[config.mk]
export PLATFORM = sky130hd
export DESIGN_NAME = grc_ctrl
export DESIGN_NICKNAME = d
export VERILOG_FILES = /design/src/design/grc_pkg.sv /design/src/design/grc_ctrl.sv
export VERILOG_INCLUDE_DIRS = /design/src /design/src/design
export SDC_FILE = /design/constraint.sdc
export NUM_CORES = 1
export LEC_CHECK = 0
export ABC_AREA = 1
export BUFFER_PORTS_ARGS = -buffer_cell sky130_fd_sc_hd__buf_2
export CAP_MARGIN = 20
export CORE_ASPECT_RATIO = 0.7
export CORE_MARGIN = 2
export CORE_UTILIZATION = 32
export CTS_BUF_LIST = sky130_fd_sc_hd__clkbuf_2
export CTS_CLUSTER_SIZE = 24
export DETAILED_ROUTE_END_ITERATION = 8
export SYNTH_ARGS = -nofsm -noshare
export SYNTH_HDL_FRONTEND = slang
export SYNTH_SLANG_ARGS = --single-unit
export TNS_END_PERCENT = 20
[constraint.sdc]
create_clock -name clk -period 1.5 [get_ports clk]
set_input_delay 0.3 -clock clk [delete_from_list [all_inputs] [get_ports clk]]
set_output_delay 0.3 -clock clk [all_outputs]
set_load 0.05 [all_outputs]
[src/design/grid_raycast_column_macros.svh]
// Assertion helpers shared by the ray caster modules.
// Both macros sample on clk and are disabled while rst_n is low.
`ifndef GRID_RAYCAST_COLUMN_MACROS_SVH
`define GRID_RAYCAST_COLUMN_MACROS_SVH
`ifndef SYNTHESIS
`define GRC_ASSERT(label, prop, msg) \
    label: assert property (@(posedge clk) disable iff (!rst_n) prop) else $error(msg);
`define GRC_ASSERT_NEXT(label, pre, post, msg) \
    label: assert property (@(posedge clk) disable iff (!rst_n) (pre) |=> (post)) else $error(msg);
`else
`define GRC_ASSERT(label, prop, msg)
`define GRC_ASSERT_NEXT(label, pre, post, msg)
`endif
`endif

[src/design/grc_pkg.sv]
`default_nettype none
package grc_pkg;

    // Request opcodes.
    localparam logic OPC_CAST  = 1'b0;
    localparam logic OPC_WRITE = 1'b1;

    // Configuration register indexes.
    localparam logic [2:0] REG_POS_X   = 3'd0;
    localparam logic [2:0] REG_POS_Y   = 3'd1;
    localparam logic [2:0] REG_DIR_X   = 3'd2;
    localparam logic [2:0] REG_DIR_Y   = 3'd3;
    localparam logic [2:0] REG_PLANE_X = 3'd4;
    localparam logic [2:0] REG_PLANE_Y = 3'd5;

    // Register reset values.
    localparam logic [14:0]        RST_POS_X   = 15'd16384;
    localparam logic [14:0]        RST_POS_Y   = 15'd16384;
    localparam logic signed [15:0] RST_DIR_X   = -16'sd16384;
    localparam logic signed [15:0] RST_DIR_Y   = 16'sd0;
    localparam logic signed [15:0] RST_PLANE_X = 16'sd0;
    localparam logic signed [15:0] RST_PLANE_Y = 16'sd10813;

    // Fixed-point constants.
    localparam int          CAM_OFFSET = 16384;
    localparam int          FRAC_W     = 36;
    localparam logic [15:0] DIST_SAT   = 16'hFFFF;
    localparam logic [11:0] LH_SAT     = 12'd4095;

    // Controller states.
    typedef enum logic [4:0] {
        ST_CLEAR,
        ST_IDLE,
        ST_CAM,
        ST_RAY_MUL,
        ST_RAY_ADD,
        ST_ABS,
        ST_INIT_MUL,
        ST_STEP,
        ST_CHECK,
        ST_DIST,
        ST_DIST_WAIT,
        ST_LH,
        ST_LH_WAIT,
        ST_TEX_MUL,
        ST_TEX_FRAC,
        ST_DONE
    } state_t;

    // Datapath operations issued by the controller.
    typedef enum logic [4:0] {
        OP_IDLE,
        OP_CLEAR,
        OP_WRITE,
        OP_CAPTURE,
        OP_CAM_SET,
        OP_RAY_MUL,
        OP_RAY_ADD,
        OP_ABS,
        OP_INIT_MUL,
        OP_STEP,
        OP_CHECK,
        OP_DIST_DIV,
        OP_DIST_MAX,
        OP_DIST_SET,
        OP_LH_DIV,
        OP_LH_MAX,
        OP_LH_SET,
        OP_TEX_MUL,
        OP_TEX_FRAC,
        OP_LOAD_OUT
    } dp_op_t;

    // Datapath status seen by the controller.
    typedef struct packed {
        logic div_done;
        logic leave_map;
        logic tile_hit;
        logic den_zero;
        logic dist_zero;
        logic clear_last;
    } dp_status_t;

endpackage
`default_nettype wire

[src/design/grc_ctrl.sv]
`default_nettype none
`include "grid_raycast_column_macros.svh"
// Ray caster controller: sequences the clearing pass, tile writes and casts.
module grc_ctrl
    import grc_pkg::*;
#(
    parameter int MAX_STEPS = 64
) (
    input  wire logic       clk,
    input  wire logic       rst_n,
    input  wire logic       in_valid,
    input  wire logic       in_opcode,
    output logic            in_ready,
    output logic            out_valid,
    input  wire logic       out_ready,
    input  dp_status_t      status,
    output dp_op_t          op
);

    localparam int SC_W = $clog2(MAX_STEPS + 1);

    state_t          state_reg, state_next;
    logic [SC_W-1:0] step_cnt_reg, step_cnt_next;
    logic            out_valid_reg, out_valid_next;

    // State, step count and result valid registers.
    always_ff @(posedge clk or negedge rst_n)
    begin
        if (!rst_n)
        begin
            state_reg     <= ST_CLEAR;
            step_cnt_reg  <= '0;
            out_valid_reg <= 1'b0;
        end
        else
        begin
            state_reg     <= state_next;
            step_cnt_reg  <= step_cnt_next;
            out_valid_reg <= out_valid_next;
        end
    end

    // Next state and datapath operation.
    always_comb
    begin
        state_next     = state_reg;
        step_cnt_next  = step_cnt_reg;
        op             = OP_IDLE;
        in_ready       = 1'b0;
        out_valid_next = out_valid_reg && !out_ready;
        case (state_reg)
            ST_CLEAR:
            begin
                op = OP_CLEAR;
                if (status.clear_last)
                    state_next = ST_IDLE;
            end
            ST_IDLE:
            begin
                in_ready = 1'b1;
                if (in_valid)
                begin
                    if (in_opcode == OPC_WRITE)
                    begin
                        op = OP_WRITE;
                    end
                    else
                    begin
                        op            = OP_CAPTURE;
                        step_cnt_next = '0;
                        state_next    = ST_CAM;
                    end
                end
            end
            ST_CAM:
            begin
                op         = OP_CAM_SET;
                state_next = ST_RAY_MUL;
            end
            ST_RAY_MUL:
            begin
                op         = OP_RAY_MUL;
                state_next = ST_RAY_ADD;
            end
            ST_RAY_ADD:
            begin
                op         = OP_RAY_ADD;
                state_next = ST_ABS;
            end
            ST_ABS:
            begin
                op         = OP_ABS;
                state_next = ST_INIT_MUL;
            end
            ST_INIT_MUL:
            begin
                op         = OP_INIT_MUL;
                state_next = ST_STEP;
            end
            ST_STEP:
            begin
                op            = OP_STEP;
                step_cnt_next = step_cnt_reg + SC_W'(1);
                state_next    = status.leave_map ? ST_DONE : ST_CHECK;
            end
            ST_CHECK:
            begin
                if (status.tile_hit)
                begin
                    op         = OP_CHECK;
                    state_next = ST_DIST;
                end
                else if (step_cnt_reg == SC_W'(MAX_STEPS))
                begin
                    state_next = ST_DONE;
                end
                else
                begin
                    state_next = ST_STEP;
                end
            end
            ST_DIST:
            begin
                if (status.den_zero)
                begin
                    op         = OP_DIST_MAX;
                    state_next = ST_LH;
                end
                else
                begin
                    op         = OP_DIST_DIV;
                    state_next = ST_DIST_WAIT;
                end
            end
            ST_DIST_WAIT:
            begin
                if (status.div_done)
                begin
                    op         = OP_DIST_SET;
                    state_next = ST_LH;
                end
            end
            ST_LH:
            begin
                if (status.dist_zero)
                begin
                    op         = OP_LH_MAX;
                    state_next = ST_TEX_MUL;
                end
                else
                begin
                    op         = OP_LH_DIV;
                    state_next = ST_LH_WAIT;
                end
            end
            ST_LH_WAIT:
            begin
                if (status.div_done)
                begin
                    op         = OP_LH_SET;
                    state_next = ST_TEX_MUL;
                end
            end
            ST_TEX_MUL:
            begin
                op         = OP_TEX_MUL;
                state_next = ST_TEX_FRAC;
            end
            ST_TEX_FRAC:
            begin
                op         = OP_TEX_FRAC;
                state_next = ST_DONE;
            end
            ST_DONE:
            begin
                // Wait until the result register is free or being emptied.
                if (!out_valid_reg || out_ready)
                begin
                    op             = OP_LOAD_OUT;
                    out_valid_next = 1'b1;
                    state_next     = ST_IDLE;
                end
            end
            default:
            begin
                state_next = ST_IDLE;
            end
        endcase
    end

    assign out_valid = out_valid_reg;

    `GRC_ASSERT(a_load_slot_free, (op == OP_LOAD_OUT) |-> (!out_valid_reg || out_ready), "result overwritten while held")
    `GRC_ASSERT(a_step_bound, step_cnt_reg <= SC_W'(MAX_STEPS), "step count beyond limit")
    `GRC_ASSERT_NEXT(a_cast_starts, in_valid && in_ready && (in_opcode == OPC_CAST), state_reg == ST_CAM, "cast did not start")
    `GRC_ASSERT(a_div_done_wait, status.div_done |-> (state_reg == ST_DIST_WAIT || state_reg == ST_LH_WAIT), "divider finished outside a wait state")

endmodule
`default_nettype wire

==> run summary <==
global-route wire length before repair - 5.32 mm
r2r endpoint - state_reg[1]
CTS buffer count - 3
Die Wd - 70.1 um
required time of the critical path - 1.20 ns
ys async rst share - 1.00
crit-path cells - buf_6 > nand2_4 > nor2_4 > nand2_1 > nand2_2 > nor2_1 > nand4_1 > buf_6
Reg clk slew, reported paths - 0.14 ns
Finished Core Util - 0.579
layout cells sized above 1 - 0.500
Pre-Repair DR Iteration Count - 4
Placer Congestion - 0.909
final hold vios - 0
Startpoint Class - flop
Buf/Inv on CP - 2
mean post-synth cell area - 6.12 um2
CTS root buf - clkbuf_2
cell count after synthesis - 160
period utilisation layout - 1.24
crit end category - primary output
via count - 1243
Seq/Total Area, Yosys - 0.307
Post-Syn Nets - 173
DIE HEIGHT - 50.3 um
post-DP HPWL - 2.37 mm
io pins - 18
Top Family by Delay on Critical Path - flip-flops
largest family of logic cells by synthesized area - simple AND/OR/NAND/NOR gates
wire per inst - 13.7 um
Max H-tree Level - 1
vias in the first global route - 1122
Port Buffer Count - 17
max cap viols - 0
status - finished, violations left
VDD IR max - 0.000981 V
synth-to-layout area growth - 69.4%
max reg flops - 7
slowest stage cell, crit path - dfrtp_2
Final Max Tran Viols - 0
core area - 0.00286 mm2
synthesized cell area - 978 um2
number of DRC markers after the initial detailed-route iteration - 69
cell area power density - 2410 mW/mm2
area share of fa/ha/maj cells after synthesis - 0.0256
Clock Sinks - 12
library cells used by synthesis - 22
total track usage - 0.194
slew margin rel. - 0.802
largest net degree at the start of global routing - 13
Reg-to-Reg Start - state_reg[3]
Post-synth EDFFs - 0
crit path kind - flop to primary output
CP max FO - 4
reg2reg setup slack - -0.01 ns
post-route cell area - 0.00166 mm2
pre-CTS setup slack - -0.327 ns
antenna violations before repair - 0
hold depth - 3
total wire length - 3.41 mm
Sequential Area - 307 um2
clk_lat worst skew - 0.28 ns
final setup fails - 7
Leak - 0.870 nW
commonest non-fill, non-tap cell in the layout - nand2_1
mux share of post-synthesis cell area - 0
Setup TNS Final - -1.84 ns
Top cell by count, worst path - buf_6
Slew @ Worst Pin - 0.297 ns
diodes inserted - 0
XOR/XNOR Fraction of Synth Area - 0.0179
minimum clock period - 1.86 ns
CP peak stage delay - 0.50 ns
Filler Cells Inserted - 242
Max clock buf depth - 2
area of the multi-input gates - 808 um2
#FFs+latches synth - 12
Synth Flop Type - dfrtp_1
RSZ-0062 raised after global routing - yes
# rows - 16
Pwr Total - 4.00 mW
CTS tree - yes
Reg2Reg Depth - 10
Final WS setup - -0.359 ns
YS warnings - 0
total die area - 0.00352 mm2
Setup Skew - 0.0148 ns
Hold Path Sink - out_valid
failing checks - setup timing
data arrival time at the worst-slack endpoint - 1.56 ns
gr ovfl total - 0
Cell Area, Placed - 0.00131 mm2
Hold Startpoint - out_ready
final net count - 226
highest clock rate - 538 MHz
via density per instance - 5.01
drt drc - 0
Post-Synth Simple-Gate Area - 0.451
most frequent cells in the layout - 33 x nand2_1, 25 x buf_4, 18 x inv_1
Initial Util - 0.342
Post-DRT Antenna Nets - 0
Synth Area in Compound Gates - 0.106
Hold WC Path Type - input pin to flop
[routing by layer]
layer / up-vias / global-route usage / wire length [um] / part of all wire
li1: 621 / - / - / -
met1: 574 / 0.259 / 1500 / 0.44
met2: 42 / 0.305 / 1560 / 0.46
met3: 6 / 0.0643 / 294 / 0.086
met4: 0 / 0.0481 / 53 / 0.016
met5: - / 0 / 0 / 0
[synth_stat cells (2+ instances only)]
master   instances  area (um2)
inv_1           23        86.3
nor2_1          20        75.1
nor2_2           4        25.0
o21ai_1          2        10.0
o21ai_0          6        30.0
ha_1             2        25.0
nand4_1          2        12.5
dfrtp_1         12         300
a21oi_1          5        25.0
o22ai_1          2        12.5
nand2_2          3        18.8
nand2_1         52         195
nand3_1         18        90.1
[cell families after synthesis]
group | count (synthesis)
compound gates | 18
xor+xnor | 2
fa+ha+maj | 2
buf+inv | 24
flops | 12
simple gates | 102
[power by group]
part,total (mW),internal [mW],switching [mW]
logic,3.11,1.26,1.85
registers,0.700,0.477,0.223
clock network,0.193,0.0707,0.122
total,4.00,1.81,2.20
[through the flow]
stage,instances,hold slack [ns]
final,248,0.335
after floorplan,160,0.00441
after detailed placement,236,0.202
after global placement,236,0.197
after global routing,248,0.336
after CTS,242,0.297
[worst max path at each step]
stage | start | endpoint | slack, ns | depth (start not counted)
floorplan | state_reg[2] | op[0] | -0.27 | 5
global route | state_reg[3] | op[1] | -0.43 | 7
global placement | state_reg[0] | op[1] | -0.32 | 6
detailed placement | state_reg[0] | op[1] | -0.33 | 6
CTS | state_reg[3] | op[1] | -0.36 | 7
finish | state_reg[1] | op[0] | -0.36 | 8
[tightest hold or removal path, cell delays in order]
cell	delay, ns
buf_2	0.11
buf_4	0.11
o22ai_1	0.08
[area by class of cell]
cell class,count,share of cell area
repair buffers,48,0.229
flip-flops and latches,12,0.185
clock buffers,4,0.0121
well taps,36,0.0272
multi-input cells,124,0.488
inverters,24,0.0589
[what timing repair did]
| action | 4_1_cts | 5_1_grt |
|---|---|---|
| hold endpoints to repair | 12 | 0 |
| gates resized for setup | 40 | 44 |
| endpoints found under the setup margin | 10 | 16 |
| hold buffers | 1 | 0 |
| buffers inserted | 1 | 6 |
| pin swaps | 6 | 17 |
| cloned | 0 | 0 |
Note: power is estimated with default switching activity, not from simulation.
